## config.mk

```make
export PLATFORM = sky130hd
export DESIGN_NAME = php_definition_scanner_core
export DESIGN_NICKNAME = d
export VERILOG_FILES = /design/src/rtl/phpds_pkg.sv /design/src/rtl/phpds_classify.sv /design/src/rtl/php_definition_scanner_core.sv
export SDC_FILE = /design/constraint.sdc
export NUM_CORES = 2
export LEC_CHECK = 0
export ABC_AREA = 1
export BUFFER_PORTS_ARGS = -buffer_cell sky130_fd_sc_hd__buf_4
export CAP_MARGIN = 5
export CORE_MARGIN = 3
export CORE_UTILIZATION = 50
export DETAILED_ROUTE_END_ITERATION = 6
export PLACE_DENSITY = 0.67
export SLEW_MARGIN = 10
export SYNTH_ARGS = -nofsm -noshare
export SYNTH_HDL_FRONTEND = slang
export SYNTH_SLANG_ARGS = --single-unit
```

## constraint.sdc

```tcl
create_clock -name clk -period 5.09 [get_ports clk]
set_clock_uncertainty 0.1 [all_clocks]
set_input_delay 0.2545 -clock clk [delete_from_list [all_inputs] [get_ports clk]]
set_output_delay 0.2545 -clock clk [all_outputs]
set_load 0.03 [all_outputs]
```

## src/rtl/phpds_pkg.sv

```systemverilog
package phpds_pkg;

	// default field widths
	localparam int DEF_OFFSET_BITS = 24;
	localparam int DEF_LINE_BITS   = 20;
	localparam int DEF_DEPTH_BITS  = 16;
	localparam int DEF_NAME_BUFFER = 256;

	// lookahead window
	localparam int WIN      = 9;
	localparam int FILL_W   = 4;
	localparam int KW_FN_LEN = 8;
	localparam int KW_CL_LEN = 5;

	// record kinds
	localparam logic [1:0] KIND_FUNC = 2'd0;
	localparam logic [1:0] KIND_LONG = 2'd1;
	localparam logic [1:0] KIND_SUM  = 2'd2;

	// characters
	localparam logic [7:0] CH_NL     = 8'h0A;
	localparam logic [7:0] CH_HASH   = 8'h23;
	localparam logic [7:0] CH_SLASH  = 8'h2F;
	localparam logic [7:0] CH_STAR   = 8'h2A;
	localparam logic [7:0] CH_BSLASH = 8'h5C;
	localparam logic [7:0] CH_LBRACE = 8'h7B;
	localparam logic [7:0] CH_RBRACE = 8'h7D;
	localparam logic [7:0] CH_LPAR   = 8'h28;
	localparam logic [7:0] CH_RPAR   = 8'h29;
	localparam logic [7:0] CH_SQUOTE = 8'h27;
	localparam logic [7:0] CH_DQUOTE = 8'h22;
	localparam logic [7:0] CH_BTICK  = 8'h60;
	localparam logic [7:0] CH_CASE   = 8'h20;

	localparam logic [KW_FN_LEN*8-1:0] KW_FN = "noitcnuf"; // byte 0 in low bits
	localparam logic [KW_CL_LEN*8-1:0] KW_CL = "ssalc";

	typedef enum logic [3:0] {
		M_SEARCH, M_KWSKIP, M_AFTERKW, M_FNAME_FIRST, M_FNAME, M_FAFTERNAME,
		M_PARAMS, M_FAFTERPARAMS, M_BODY, M_CNAME_FIRST, M_CNAME, M_CLASSEND,
		M_CLASSBRACE
	} scan_mode_t;

	typedef enum logic [2:0] {
		L_NONE, L_LINE, L_BOPEN, L_BLOCK, L_BCLOSE, L_STR, L_ESC
	} lex_mode_t;

	// byte classes at the head of the window
	typedef struct packed {
		logic blank0;
		logic nl0;
		logic alpha0;
		logic ident0;
		logic quote0;
		logic hash0;
		logic slash0;
		logic star0;
		logic lbrace0;
		logic rbrace0;
		logic lpar0;
		logic rpar0;
		logic bslash0;
		logic slash1;
		logic star1;
		logic fn_word;
		logic cl_word;
	} lex_flags_t;

endpackage

```

## src/rtl/phpds_classify.sv

```systemverilog
module phpds_classify
	import phpds_pkg::*;
(
	input  logic [WIN*8-1:0] win_bytes,
	output lex_flags_t       flags
);

	logic [7:0] c;
	logic [7:0] d;
	logic       fn_ok;
	logic       cl_ok;

	assign c = win_bytes[7:0];
	assign d = win_bytes[15:8];

	// case-folded keyword compare
	always_comb begin
		fn_ok = 1'b1;
		for (int i = 0; i < KW_FN_LEN; i++) begin
			if ((win_bytes[i*8 +: 8] | CH_CASE) != KW_FN[i*8 +: 8]) fn_ok = 1'b0;
		end
		cl_ok = 1'b1;
		for (int i = 0; i < KW_CL_LEN; i++) begin
			if ((win_bytes[i*8 +: 8] | CH_CASE) != KW_CL[i*8 +: 8]) cl_ok = 1'b0;
		end
	end

	// byte classes
	always_comb begin
		flags.blank0  = (c == 8'h20) || (c >= 8'd9 && c <= 8'd13);
		flags.nl0     = (c == CH_NL);
		flags.alpha0  = (c >= 8'h61 && c <= 8'h7A) || (c >= 8'h41 && c <= 8'h5A);
		flags.ident0  = flags.alpha0 || (c >= 8'h30 && c <= 8'h39) || (c == 8'h5F);
		flags.quote0  = (c == CH_SQUOTE) || (c == CH_DQUOTE) || (c == CH_BTICK);
		flags.hash0   = (c == CH_HASH);
		flags.slash0  = (c == CH_SLASH);
		flags.star0   = (c == CH_STAR);
		flags.lbrace0 = (c == CH_LBRACE);
		flags.rbrace0 = (c == CH_RBRACE);
		flags.lpar0   = (c == CH_LPAR);
		flags.rpar0   = (c == CH_RPAR);
		flags.bslash0 = (c == CH_BSLASH);
		flags.slash1  = (d == CH_SLASH);
		flags.star1   = (d == CH_STAR);
		flags.fn_word = fn_ok;
		flags.cl_word = cl_ok;
	end

endmodule

```

## src/rtl/php_definition_scanner_core.sv

```systemverilog
// A byte is held in a 9-byte lookahead window; the scanner works 8 bytes behind.
// Throughput: one byte per cycle while the result side accepts; a mode change that moves no byte holds the input.
// After the final byte the window drains at one step per cycle while the result side accepts,
// then the pending function record and the summary leave, in that order.
// A result request leaves in the cycle after the step that makes it.
// Reset (arst_n low, asynchronous) clears all scan state; the summary does the same.
module php_definition_scanner_core
	import phpds_pkg::*;
#(
	parameter int OFFSET_BITS = DEF_OFFSET_BITS,
	parameter int LINE_BITS   = DEF_LINE_BITS,
	parameter int DEPTH_BITS  = DEF_DEPTH_BITS,
	parameter int NAME_BUFFER = DEF_NAME_BUFFER,
	localparam int RAW_W = 7*OFFSET_BITS + 2*LINE_BITS,
	localparam int TDW   = ((RAW_W + 7) / 8) * 8
)
(
	input  logic           clk,
	input  logic           arst_n,
	input  logic           s_tvalid,
	output logic           s_tready,
	input  logic [7:0]     s_tdata,   // byte_value
	input  logic           s_tlast,   // last_byte
	output logic           m_tvalid,
	input  logic           m_tready,
	// name_offset, name_length, params_offset, params_length, class_offset,
	// class_length, start_line, end_line, function_count
	output logic [TDW-1:0] m_tdata,
	output logic [1:0]     m_tuser,   // record_kind
	output logic           m_tlast    // final_record
);

	localparam int TSZ_W = (OFFSET_BITS + 2 > 13) ? OFFSET_BITS + 2 : 13;
	localparam logic [OFFSET_BITS-1:0] OMAX = '1;
	localparam logic [LINE_BITS-1:0]   LMAX = '1;
	localparam logic [DEPTH_BITS-1:0]  DMAX = '1;

	// window and step control
	logic [7:0]        win_q [WIN];
	logic [7:0]        win_n [WIN];
	logic [FILL_W-1:0] fill_q, fill_n;
	logic              drain_q, emitted_q;
	logic [WIN*8-1:0]  win_bytes;
	lex_flags_t        f;

	// scan state
	scan_mode_t             mode_q, mode_n;
	lex_mode_t              lex_q, lex_n;
	logic [3:0]             kw_left_q, kw_left_n;
	logic                   kw_cls_q, kw_cls_n;
	logic                   skipped_q, skipped_n;
	logic [7:0]             quote_q, quote_n;
	logic                   in_cls_q, in_cls_n;
	logic [OFFSET_BITS-1:0] pos_q, pos_n, pos_inc;
	logic [LINE_BITS-1:0]   line_q, line_n;
	logic [DEPTH_BITS-1:0]  depth_q, depth_n, depth_dec;
	logic [OFFSET_BITS-1:0] cls_off_q, cls_off_n, cls_len_q, cls_len_n;
	logic [OFFSET_BITS-1:0] nm_off_q, nm_off_n, nm_len_q, nm_len_n;
	logic [OFFSET_BITS-1:0] pr_off_q, pr_off_n, pr_len_q, pr_len_n;
	logic [LINE_BITS-1:0]   sline_q, sline_n;
	logic [OFFSET_BITS-1:0] count_q, count_n;

	// step decode
	logic act_en, fin_en, can_emit, go, accept;
	logic consume, line_inc, do_skip, rec, summary, rec_emit;
	logic skip_nostr, skip_str, open_m, close_m;
	logic fn_ok, cl_ok;
	logic [3:0] kw_dec;
	logic [FILL_W-1:0] wr_idx;
	logic [OFFSET_BITS-1:0] rec_coff, rec_clen;
	logic [TSZ_W-1:0] tsz;

	// output register
	logic                   out_valid_q;
	logic [1:0]             out_kind_q;
	logic [TDW-1:0]         out_data_q;
	logic                   out_last_q;
	logic [RAW_W-1:0]       rec_raw;

	always_comb begin
		for (int i = 0; i < WIN; i++) win_bytes[i*8 +: 8] = win_q[i];
	end

	phpds_classify u_classify (
		.win_bytes (win_bytes),
		.flags     (f)
	);

	assign act_en   = (fill_q == FILL_W'(WIN)) || (drain_q && fill_q != '0);
	assign fin_en   = drain_q && (fill_q == '0);
	assign can_emit = !out_valid_q || m_tready;

	assign fn_ok = f.fn_word && (fill_q >= FILL_W'(KW_FN_LEN + 1));
	assign cl_ok = f.cl_word && (fill_q >= FILL_W'(KW_CL_LEN + 1));

	assign skip_nostr = f.blank0 || f.hash0 || (f.slash0 && f.slash1) || (f.slash0 && f.star1);
	assign skip_str   = skip_nostr || f.quote0;

	assign pos_inc   = (pos_q != OMAX) ? pos_q + 1'b1 : pos_q;
	assign depth_dec = (depth_q != '0) ? depth_q - 1'b1 : depth_q;
	assign kw_dec    = (kw_left_q != '0) ? kw_left_q - 1'b1 : kw_left_q;

	// one scanner step
	always_comb begin
		mode_n = mode_q; lex_n = lex_q; kw_left_n = kw_left_q; kw_cls_n = kw_cls_q;
		skipped_n = skipped_q; quote_n = quote_q; in_cls_n = in_cls_q;
		depth_n = depth_q; cls_off_n = cls_off_q; cls_len_n = cls_len_q;
		nm_off_n = nm_off_q; nm_len_n = nm_len_q; pr_off_n = pr_off_q;
		pr_len_n = pr_len_q; sline_n = sline_q;
		consume = 1'b0; line_inc = 1'b0; do_skip = 1'b0; rec = 1'b0; summary = 1'b0;
		open_m = (mode_q == M_PARAMS) ? f.lpar0 : f.lbrace0;
		close_m = (mode_q == M_PARAMS) ? f.rpar0 : f.rbrace0;

		if (fin_en) begin
			if (mode_q == M_BODY) begin
				rec = 1'b1;
				mode_n = M_SEARCH;
			end else begin
				summary = 1'b1;
			end
		end else if (lex_q != L_NONE) begin
			unique case (lex_q)
				L_LINE: begin
					if (f.nl0) begin line_inc = 1'b1; lex_n = L_NONE; end
					consume = 1'b1;
				end
				L_BOPEN: begin consume = 1'b1; lex_n = L_BLOCK; end
				L_BLOCK: begin
					if (f.star0 && f.slash1) begin
						consume = 1'b1; lex_n = L_BCLOSE;
					end else begin
						line_inc = f.nl0; consume = 1'b1;
					end
				end
				L_BCLOSE: begin consume = 1'b1; lex_n = L_NONE; end
				L_STR: begin
					if (f.bslash0) begin
						consume = 1'b1; lex_n = L_ESC;
					end else begin
						if (f.nl0) line_inc = 1'b1;
						else if (win_q[0] == quote_q) lex_n = L_NONE;
						consume = 1'b1;
					end
				end
				L_ESC: begin line_inc = f.nl0; consume = 1'b1; lex_n = L_STR; end
				default: lex_n = L_NONE;
			endcase
		end else begin
			unique case (mode_q)
				M_SEARCH: begin
					if (skip_nostr) begin
						do_skip = 1'b1; skipped_n = 1'b1;
					end else begin
						skipped_n = 1'b0;
						priority if (skipped_q && fn_ok) begin
							kw_left_n = 4'(KW_FN_LEN); kw_cls_n = 1'b0; mode_n = M_KWSKIP;
						end else if (skipped_q && cl_ok) begin
							kw_left_n = 4'(KW_CL_LEN); kw_cls_n = 1'b1; mode_n = M_KWSKIP;
						end else if (f.quote0) begin
							quote_n = win_q[0]; consume = 1'b1; lex_n = L_STR;
						end else if (f.rbrace0 && in_cls_q) begin
							mode_n = M_CLASSEND;
						end else begin
							consume = 1'b1;
						end
					end
				end
				M_KWSKIP: begin
					consume = 1'b1;
					kw_left_n = kw_dec;
					if (kw_dec == '0) begin mode_n = M_AFTERKW; skipped_n = 1'b0; end
				end
				M_AFTERKW: begin
					if (skip_nostr) begin
						do_skip = 1'b1; skipped_n = 1'b1;
					end else if (!skipped_q) begin
						mode_n = M_SEARCH; skipped_n = 1'b0;
					end else begin
						skipped_n = 1'b0;
						if (!kw_cls_q) mode_n = M_FNAME_FIRST;
						else mode_n = in_cls_q ? M_CLASSEND : M_CNAME_FIRST;
					end
				end
				M_FNAME_FIRST: begin
					nm_off_n = pos_q; sline_n = line_q; nm_len_n = '0;
					if (f.alpha0) begin consume = 1'b1; mode_n = M_FNAME; end
					else mode_n = M_FAFTERNAME;
				end
				M_FNAME: begin
					if (f.ident0) consume = 1'b1;
					else begin nm_len_n = pos_q - nm_off_q; mode_n = M_FAFTERNAME; end
				end
				M_FAFTERNAME: begin
					if (skip_nostr) do_skip = 1'b1;
					else if (!f.lpar0) begin mode_n = M_SEARCH; skipped_n = 1'b0; end
					else begin
						pr_off_n = pos_q; consume = 1'b1; depth_n = DEPTH_BITS'(1);
						mode_n = M_PARAMS;
					end
				end
				M_FAFTERPARAMS: begin
					if (skip_nostr) do_skip = 1'b1;
					else if (!f.lbrace0) begin mode_n = M_SEARCH; skipped_n = 1'b0; end
					else begin consume = 1'b1; depth_n = DEPTH_BITS'(1); mode_n = M_BODY; end
				end
				M_PARAMS, M_BODY, M_CLASSBRACE: begin
					if (skip_str) do_skip = 1'b1;
					else if (open_m) begin
						if (depth_q != DMAX) depth_n = depth_q + 1'b1;
						consume = 1'b1;
					end else if (close_m) begin
						depth_n = depth_dec;
						consume = 1'b1;
						if (depth_dec == '0) begin
							if (mode_q == M_PARAMS) begin
								pr_len_n = pos_inc - pr_off_q; mode_n = M_FAFTERPARAMS;
							end else if (mode_q == M_BODY) begin
								rec = 1'b1; mode_n = M_SEARCH; skipped_n = 1'b0;
							end else begin
								mode_n = M_CLASSEND;
							end
						end
					end else begin
						consume = 1'b1;
					end
				end
				M_CNAME_FIRST: begin
					in_cls_n = 1'b1; cls_off_n = pos_q; cls_len_n = '0;
					if (f.alpha0) begin consume = 1'b1; mode_n = M_CNAME; end
					else begin mode_n = M_SEARCH; skipped_n = 1'b0; end
				end
				M_CNAME: begin
					if (f.ident0) consume = 1'b1;
					else begin
						cls_len_n = pos_q - cls_off_q; mode_n = M_SEARCH; skipped_n = 1'b0;
					end
				end
				M_CLASSEND: begin
					if (f.rbrace0) begin
						consume = 1'b1; in_cls_n = 1'b0; mode_n = M_SEARCH; skipped_n = 1'b0;
					end else if (f.lbrace0) begin
						consume = 1'b1; depth_n = DEPTH_BITS'(1); mode_n = M_CLASSBRACE;
					end else if (skip_str) begin
						do_skip = 1'b1;
					end else begin
						consume = 1'b1;
					end
				end
				default: begin mode_n = M_SEARCH; skipped_n = 1'b0; end
			endcase

			// blank, comment or string opener at the cursor
			if (do_skip) begin
				priority if (f.blank0) begin
					line_inc = f.nl0; consume = 1'b1;
				end else if (f.hash0 || (f.slash0 && f.slash1)) begin
					lex_n = L_LINE;
				end else if (f.slash0 && f.star1) begin
					consume = 1'b1; lex_n = L_BOPEN;
				end else begin
					quote_n = win_q[0]; consume = 1'b1; lex_n = L_STR;
				end
			end
		end
	end

	assign rec_emit = rec && !emitted_q;
	assign go       = (act_en || fin_en) && (!(rec_emit || summary) || can_emit);
	assign s_tready = !drain_q &&
		((fill_q != FILL_W'(WIN)) || (act_en && go && consume));
	assign accept   = s_tvalid && s_tready;

	// counters and window
	always_comb begin
		pos_n = pos_q; line_n = line_q; count_n = count_q; fill_n = fill_q;
		for (int i = 0; i < WIN; i++) win_n[i] = win_q[i];
		if (go && consume) begin
			for (int i = 0; i < WIN-1; i++) win_n[i] = win_q[i+1];
			win_n[WIN-1] = '0;
			fill_n = fill_q - 1'b1;
			pos_n = pos_inc;
		end
		if (go && line_inc && line_q != LMAX) line_n = line_q + 1'b1;
		if (go && rec && count_q != OMAX) count_n = count_q + 1'b1;
		wr_idx = fill_n;
		if (accept) begin
			win_n[wr_idx] = s_tdata;
			fill_n = fill_n + 1'b1;
		end
	end

	// function record fields
	assign rec_coff = in_cls_q ? cls_off_q : '0;
	assign rec_clen = in_cls_q ? cls_len_q : '0;
	assign tsz = TSZ_W'(nm_len_q) + TSZ_W'(pr_len_q) + TSZ_W'(rec_clen) + TSZ_W'(3);
	assign rec_raw = {count_n, line_q, sline_q, rec_clen, rec_coff,
		pr_len_q, pr_off_q, nm_len_q, nm_off_q};

	// state registers
	always_ff @(posedge clk or negedge arst_n) begin
		if (!arst_n) begin
			for (int i = 0; i < WIN; i++) win_q[i] <= '0;
			fill_q <= '0; drain_q <= 1'b0; emitted_q <= 1'b0;
			mode_q <= M_SEARCH; lex_q <= L_NONE; kw_left_q <= '0; kw_cls_q <= 1'b0;
			skipped_q <= 1'b0; quote_q <= '0; in_cls_q <= 1'b0;
			pos_q <= '0; line_q <= LINE_BITS'(1); depth_q <= '0;
			cls_off_q <= '0; cls_len_q <= '0; nm_off_q <= '0; nm_len_q <= '0;
			pr_off_q <= '0; pr_len_q <= '0; sline_q <= LINE_BITS'(1); count_q <= '0;
		end else if (go && summary) begin
			for (int i = 0; i < WIN; i++) win_q[i] <= '0;
			fill_q <= '0; drain_q <= 1'b0; emitted_q <= 1'b0;
			mode_q <= M_SEARCH; lex_q <= L_NONE; kw_left_q <= '0; kw_cls_q <= 1'b0;
			skipped_q <= 1'b0; quote_q <= '0; in_cls_q <= 1'b0;
			pos_q <= '0; line_q <= LINE_BITS'(1); depth_q <= '0;
			cls_off_q <= '0; cls_len_q <= '0; nm_off_q <= '0; nm_len_q <= '0;
			pr_off_q <= '0; pr_len_q <= '0; sline_q <= LINE_BITS'(1); count_q <= '0;
		end else begin
			for (int i = 0; i < WIN; i++) win_q[i] <= win_n[i];
			fill_q <= fill_n;
			pos_q <= pos_n; line_q <= line_n; count_q <= count_n;
			if (accept && s_tlast) drain_q <= 1'b1;
			emitted_q <= accept ? 1'b0 : (emitted_q || (go && rec_emit));
			if (go) begin
				mode_q <= mode_n; lex_q <= lex_n; kw_left_q <= kw_left_n;
				kw_cls_q <= kw_cls_n; skipped_q <= skipped_n; quote_q <= quote_n;
				in_cls_q <= in_cls_n; depth_q <= depth_n;
				cls_off_q <= cls_off_n; cls_len_q <= cls_len_n;
				nm_off_q <= nm_off_n; nm_len_q <= nm_len_n;
				pr_off_q <= pr_off_n; pr_len_q <= pr_len_n; sline_q <= sline_n;
			end
		end
	end

	// result register
	always_ff @(posedge clk or negedge arst_n) begin
		if (!arst_n) begin
			out_valid_q <= 1'b0;
		end else if (go && (rec_emit || summary)) begin
			out_valid_q <= 1'b1;
		end else if (m_tready) begin
			out_valid_q <= 1'b0;
		end
	end

	always_ff @(posedge clk) begin
		if (go && summary) begin
			out_kind_q <= KIND_SUM;
			out_data_q <= TDW'({count_q, {(RAW_W-OFFSET_BITS){1'b0}}});
			out_last_q <= 1'b1;
		end else if (go && rec_emit) begin
			out_kind_q <= (tsz > TSZ_W'(NAME_BUFFER - 1)) ? KIND_LONG : KIND_FUNC;
			out_data_q <= TDW'(rec_raw);
			out_last_q <= 1'b0;
		end
	end

	assign m_tvalid = out_valid_q;
	assign m_tdata  = out_data_q;
	assign m_tuser  = out_kind_q;
	assign m_tlast  = out_last_q;

endmodule

```

## Yosys cells after proc, flatten, opt, wreduce, memory -nomap -nowiden

Cells that the tools add are included.

- Magnitude comparators: 13
- Add/subtract/negate cells: 14
- Eq/ne operators: 101
- Multiplexer cells: 253
- Reduce and logical (&&, ||, !) cells: 102
- Bitwise logic cells: 1

Operators with widths:

| operator | number |
|---|---|
| $mux W24 | 44 |
| $mux W208 | 2 |
| $mux W16 | 14 |
| $mux W72 | 3 |
| $mux W4 | 39 |
| $mux W20 | 7 |
| $mux W8 | 14 |
| $mux W1 | 97 |
| $pmux W24 S2 | 2 |
| $ne A7 B6 Y1 const B | 13 |
| $eq A8 B6 Y1 const B | 10 |
| $bwmux W72 | 1 |
| $sub A24 B24 Y24 | 3 |
| $ne A4 B4 Y1 const B | 17 |
| $pmux W16 S4 | 1 |
| $mux W3 | 19 |
| $ne A3 B3 Y1 const B | 18 |
| $add A24 B1 Y24 const B | 2 |
| $ne A24 B24 Y1 const B | 2 |
| $pmux W4 S11 | 1 |
| $eq A8 B7 Y1 const B | 5 |
| $demux W8 S4 | 1 |
| $logic_and A1 B1 Y1 | 30 |
| $reduce_bool A2 Y1 | 15 |
| other kinds (64) | 124 |

- Word-level logic and storage cells: 519
- Output and inout port bits: 213
- Bits in registers: 560

## Longest topological paths before layout

- Depth after elaboration: 29
- Gate-level depth with buffers: 29

## By module

Synthesis repeated with hierarchy kept, for this count alone.

- Cells, all modules: 4064
- Area, all modules: 30937.2 um2

By module, submodules not included:

| module | seq. area each (um2) | cells each | times used | area each (um2) |
|---|---|---|---|---|
| php_definition_scanner_core | 13180.1 | 3915 | 1 | 30301.6 |
| phpds_classify | 0.0 | 149 | 1 | 635.6 |

## Worst setup path after synthesis

No wires, ideal clock.

- Path type: flip-flop to flip-flop
- Start: reg pos_q[1]
- End: reg pr_len_q[22]
- Stages on the path, launching flop included: 20
- Path slack: 1230 ps
- Required time: 4862 ps
- Arrival time: 3632 ps
- Period minus slack after synthesis: 3860 ps
- Path through: dfrtp_1 -> ha_1 -> nand2_1 -> nor2_1 -> nand3_1 -> nor2_1 -> inv_1 -> nor2_1 -> xor2_1 -> ha_1 -> fa_1 -> o21ai_0 -> a21oi_1 -> o21ai_0 -> a21oi_1 -> o221ai_1 -> a21boi_0 -> o21ai_0 -> xor2_1 -> o21ai_0

- Word-level cells in the longest chain between the ends: 13
- Elaborated cells between the ends (all ways): 14
- Those cells by class: add/sub: 2; eq/ne: 1; mux: 11

Ends and longest elaborated chain:

| element | RTL line | text |
|---|---|---|
| start: declaration | php_definition_scanner_core.sv:54 | `logic [OFFSET_BITS-1:0] pos_q, pos_n, pos_inc;` |
| start signal: assignment | php_definition_scanner_core.sv:320 | `pos_q <= pos_n; line_q <= line_n; count_q <= count_n;` |
| $add A24 B1 Y24 / $ne A24 B24 Y1 (equally long branches) | php_definition_scanner_core.sv:99 | `assign pos_inc = (pos_q != OMAX) ? pos_q + 1'b1 : pos_q;` |
| $mux W24 * | php_definition_scanner_core.sv:99 |  |
| $sub A24 B24 Y24 * | php_definition_scanner_core.sv:216 | `pr_len_n = pos_inc - pr_off_q; mode_n = M_FAFTERPARAMS;` |
| $mux W24 * | php_definition_scanner_core.sv:215 | `if (mode_q == M_PARAMS) begin` |
| $mux W24 * | php_definition_scanner_core.sv:214 | `if (depth_dec == '0) begin` |
| $mux W24 * | php_definition_scanner_core.sv:211 | `end else if (close_m) begin` |
| $mux W24 * | php_definition_scanner_core.sv:208 | `else if (open_m) begin` |
| $mux W24 * | php_definition_scanner_core.sv:207 | `if (skip_str) do_skip = 1'b1;` |
| $mux W24 * | php_definition_scanner_core.sv:149 | `unique case (mode_q)` |
| $mux W24 * | php_definition_scanner_core.sv:121 | `end else if (lex_q != L_NONE) begin` |
| $mux W24 * | php_definition_scanner_core.sv:114 | `if (fin_en) begin` |
| $mux W24 * | php_definition_scanner_core.sv:323 | `if (go) begin` |
| $mux W24 * | php_definition_scanner_core.sv:309 | `end else if (go && summary) begin` |
| end signal: assignment | php_definition_scanner_core.sv:329 | `pr_off_q <= pr_off_n; pr_len_q <= pr_len_n; sline_q <= sline_n;` |
| end: declaration | php_definition_scanner_core.sv:59 | `logic [OFFSET_BITS-1:0] pr_off_q, pr_off_n, pr_len_q, pr_len_n;` |

Every way passes the cells marked *; elsewhere a longest branch is shown, timed or not. The select of a mux whose other input is x is not followed.
A chain may end at the register's enable or synchronous reset.

## Worst setup path in the final report

- Start: reg pos_q[6]
- End: reg pr_len_q[21]

The elaborated chain is that of the path after synthesis.

==> results.sh <==
export IMPL_synth_seq_area_share_pct=42.1
export IMPL_cp_cell_sequence="nand2_1, nor3_1, nand4_1, nor4b_1, nand2_1, o21ai_0, inv_1, ha_1, nand2_1, o21ai_0, a21oi_1, o21ai_0, nand3_1, nand2_1, a21oi_1, o21ai_0, nand3_1, nand2_1, xor2_1, o21ai_0"
export IMPL_port_buf_inserts=225
export IMPL_total_routing_usage_reported_by_global_routing_pct=30.4
export IMPL_power_density_cell_area_nw_per_um2=616
export IMPL_syn_nets=4275
export IMPL_cts_path_max_buffers=3
export IMPL_timing_setup_critical_path_class="flip-flop to flip-flop"
export IMPL_power_share_clock_pct=21.7
export IMPL_rows=91
export IMPL_totalNegativeSetupSlack_ps=0
export IMPL_pin_count_of_the_biggest_net_entering_global_routing=154
export IMPL_outcome="finished with violations"
export IMPL_sequential_group_share_of_total_power_pct=28.2
export IMPL_synth_area_per_cell_um2=7.63
export IMPL_timing_hold_violations_final=0
export IMPL_critical_path_slowest_cell="sky130_fd_sc_hd__dfrtp_1"
export IMPL_globalRouteOverflowTotal=0
export IMPL_share_of_cells_above_drive_strength_1_pct=10.3
export IMPL_die_h_um=256
export IMPL_antennaDiodeCount=0
export IMPL_synth_cells=4105
export IMPL_cts_repair_resize_count=0
export IMPL_ys_async_sr_fraction_pct=62.4
export IMPL_coreArea_um2=61800
export IMPL_num_vias=28400
export IMPL_multi_input_logic_area_um2=15800
export IMPL_min_delay_path_class="primary input to asynchronous set/reset pin"
export IMPL_htree_levels=2
export IMPL_netlist_cell_type_count=62
export IMPL_drt_first_iter_violations=2383
export IMPL_worstSetupEndpointType="flip-flop"
export IMPL_final_net_count=4440
export IMPL_timing_slew_headroom_pct=40.8
export IMPL_power_switching_fraction_pct=47.1
export IMPL_ir_drop_mv=0.432
export IMPL_post_layout_total_power_w=0.0221
export IMPL_power_leakage_nw=17.2
export IMPL_finalWeightedCongestion=0.991
export IMPL_tritoncts="built"
export IMPL_yosysWarnings=0
export IMPL_crit_family="compound AO/OA/AOI/OAI gates"
export IMPL_avgViaCountPerCell=5.50
export IMPL_cell_type_with_the_highest_aggregate_area_in_the_netlist="sky130_fd_sc_hd__dfrtp_1"
export IMPL_grt_pass1_vias=27200
export IMPL_synth_area_leaders="sky130_fd_sc_hd__dfrtp_1 (28%), sky130_fd_sc_hd__dfxtp_1 (12%), sky130_fd_sc_hd__nand2_1 (10%)"
export IMPL_slowest_delay_ps=470
export IMPL_drt_drc_violations_left=1
export IMPL_synth_top_area_share_pct=27.7
export IMPL_wire_length_of_the_first_global_routing_pass_um=158000
export IMPL_critical_path_startpoint_type="flip-flop"
export IMPL_setup_viol_count_final=0
export IMPL_starting_density_pct=50.7
export IMPL_ant_nets=0
export IMPL_syn2layout_area_growth_pct=14.8
export IMPL_inserted_clock_buffers=61
export IMPL_grt_antenna_before_repair=1
export IMPL_p_int_w=0.0117
export IMPL_hpwlAfterDp_um=75100
export IMPL_critPathRequiredTime_ps=5530
export IMPL_critical_path_peak_fanout=6
export IMPL_power_switching_w=0.0104
export IMPL_synth_area_um2=31300
export IMPL_number_of_enable_flip_flop_cells_after_synthesis=24
export IMPL_most_common_cell_in_the_netlist="sky130_fd_sc_hd__nand2_1"
export IMPL_maxCapViolations=0
export IMPL_failed_checks="design-rule violations"
export IMPL_grt_setup_unrepaired="false"
export IMPL_achievable_frequency_mhz=222
export IMPL_worst_slew_pin_slew_ps=885
export IMPL_post_route_period_util_pct=88.5
export IMPL_post_cts_setup_buffer_count=0
export IMPL_ys_seq_elements=559
export IMPL_filler_cells=5903
export IMPL_insertion_delay_ps=670
export IMPL_worst_setup_hold_path_clk_slew_ps=60
export IMPL_die_area_um2=65700
export IMPL_yosys_top_cells_count="sky130_fd_sc_hd__nand2_1 (870), sky130_fd_sc_hd__o21ai_0 (507), sky130_fd_sc_hd__nor2_1 (456), sky130_fd_sc_hd__inv_1 (407), sky130_fd_sc_hd__dfrtp_1 (347)"
export IMPL_area_sequential_um2=13200
export IMPL_critical_path_buf_inv_count=1
export IMPL_final_critical_period_ps=4500
export IMPL_fp_dieW_um=256
export IMPL_synth_flop_cell="sky130_fd_sc_hd__dfrtp_1"
export IMPL_p_comb_share_pct=50.1
export IMPL_worst_endpoint_data_arrival_time_ps=4950
export IMPL_post_drt_wl_per_cell_um=19.6
export IMPL_ioPinCount=226
export IMPL_timing_max_transition_violations_final=0
export IMPL_root_buffer="sky130_fd_sc_hd__clkbuf_16"
export IMPL_cts_sinks=559
export IMPL_drtPass1Iterations=7
export IMPL_postRouteWirelength_um=101000
[final timing paths]
path	start	to	slack (ps)	cells past startpoint
hold reg to reg	m_tdata[104]	m_tdata[104]	360	2
setup / recovery	pos_q[6]	pr_len_q[21]	590	20
min in group clk	s_tlast	drain_q	310	4
hold / removal	arst_n	cls_off_q[11]	110	2
setup reg to reg	pos_q[6]	pr_len_q[21]	590	20
max in group asynchronous	arst_n	count_q[17]	3530	3
[registers in the layout, indices dropped and copies added (netlist names), 2 cells and up]
name / count
nm_len_q: 24
pos_q: 24
fill_q: 4
depth_q: 16
pr_len_q: 24
cls_off_q: 24
kw_left_q: 4
win_bytes: 72
count_q: 24
line_q: 20
pr_off_q: 24
m_tuser: 2
sline_q: 20
cls_len_q: 24
m_tdata: 208
quote_q: 8
mode_q: 4
lex_q: 3
nm_off_q: 24
[cell families (layout without fill, tap and decap cells)]
logic type / Yosys count / after routing / synth area share (%)
XOR/XNOR: 146 / 146 / 4.08
adder cells (fa/ha/maj): 157 / 157 / 6.92
flip-flops: 559 / 559 / 42.1
AND/OR/NAND/NOR: 1722 / 1722 / 23.5
buffers and inverters: 602 / 820 / 7.63
AO/OA/AOI/OAI: 919 / 919 / 15.8
[metrics by stage]
| stage | setup slack (ps) | hold WS (ps) | instances | utilization [%] | instance area [um^2] |
|---|---|---|---|---|---|
| 6_report | 587 | 108 | 5160 | 58.2 | 36000 |
| 5_1_grt | 92.4 | 163 | 5160 | 58.2 | 36000 |
| 4_1_cts | 610 | 122 | 5160 | 58.2 | 36000 |
| 3_5_place_dp | 617 | 204 | 5032 | 54.4 | 33700 |
| 3_3_place_gp | 716 | 208 | 5032 | 54.4 | 33700 |
| 2_1_floorplan | 1230 | -141 | 4105 | - | 31300 |
[power groups by stage]
stage / Combinational [W] / Sequential, W / Clock (W)
global placement: 0.0109 / 0.00630 / 0
floorplan: 0.00728 / 0.00642 / 0
finish: 0.0111 / 0.00625 / 0.00481
CTS: 0.0110 / 0.00623 / 0.00487
detailed placement: 0.0110 / 0.00631 / 0
global route: 0.0122 / 0.00637 / 0.00503
[area by class of cell]
class                           instances  area share (%)
Clock buffer                           89            4.98
Clock inverter                         27            1.12
Inverter                              429            4.48
Multi-Input combinational cell       2944            43.8
Sequential cell                       559            36.6
Tap cell                              837            2.91
Timing Repair Buffer                  275            6.02
[layout by cell type (no fill, tap or decap), types with 25 or more instances in the layout]
| master | instances |
|---|---|
| sky130_fd_sc_hd__a211oi_1 | 28 |
| sky130_fd_sc_hd__a21oi_1 | 240 |
| sky130_fd_sc_hd__buf_4 | 257 |
| sky130_fd_sc_hd__clkbuf_16 | 62 |
| sky130_fd_sc_hd__dfrtp_1 | 347 |
| sky130_fd_sc_hd__dfxtp_1 | 186 |
| sky130_fd_sc_hd__fa_1 | 27 |
| sky130_fd_sc_hd__ha_1 | 130 |
| sky130_fd_sc_hd__inv_1 | 406 |
| sky130_fd_sc_hd__nand2_1 | 870 |
| sky130_fd_sc_hd__nand3_1 | 145 |
| sky130_fd_sc_hd__nand4_1 | 70 |
| sky130_fd_sc_hd__nor2_1 | 455 |
| sky130_fd_sc_hd__nor3_1 | 72 |
| sky130_fd_sc_hd__nor4_1 | 25 |
| sky130_fd_sc_hd__o21ai_0 | 507 |
| sky130_fd_sc_hd__o22ai_1 | 36 |
| sky130_fd_sc_hd__xnor2_1 | 46 |
| sky130_fd_sc_hd__xor2_1 | 100 |
[repair_timing]
action	CTS	global route
hold buffers	12	0
endpoints found under the hold margin	136	0
setup endpoints to repair	0	0
[routing by layer]
| layer | share of wire, % | wire (um) | vias up | GRT usage (%) |
|---|---|---|---|---|
| met3 | 4.9 | 4950 | 247 | 3.30 |
| met5 | 0 | 0 | - | 0 |
| met2 | 48 | 48300 | 853 | 51.5 |
| met4 | 5.7 | 5780 | 0 | 15.4 |
| li1 | - | - | 13900 | - |
| met1 | 41 | 41900 | 13400 | 38.6 |
Power figures use the tool's default switching activity.
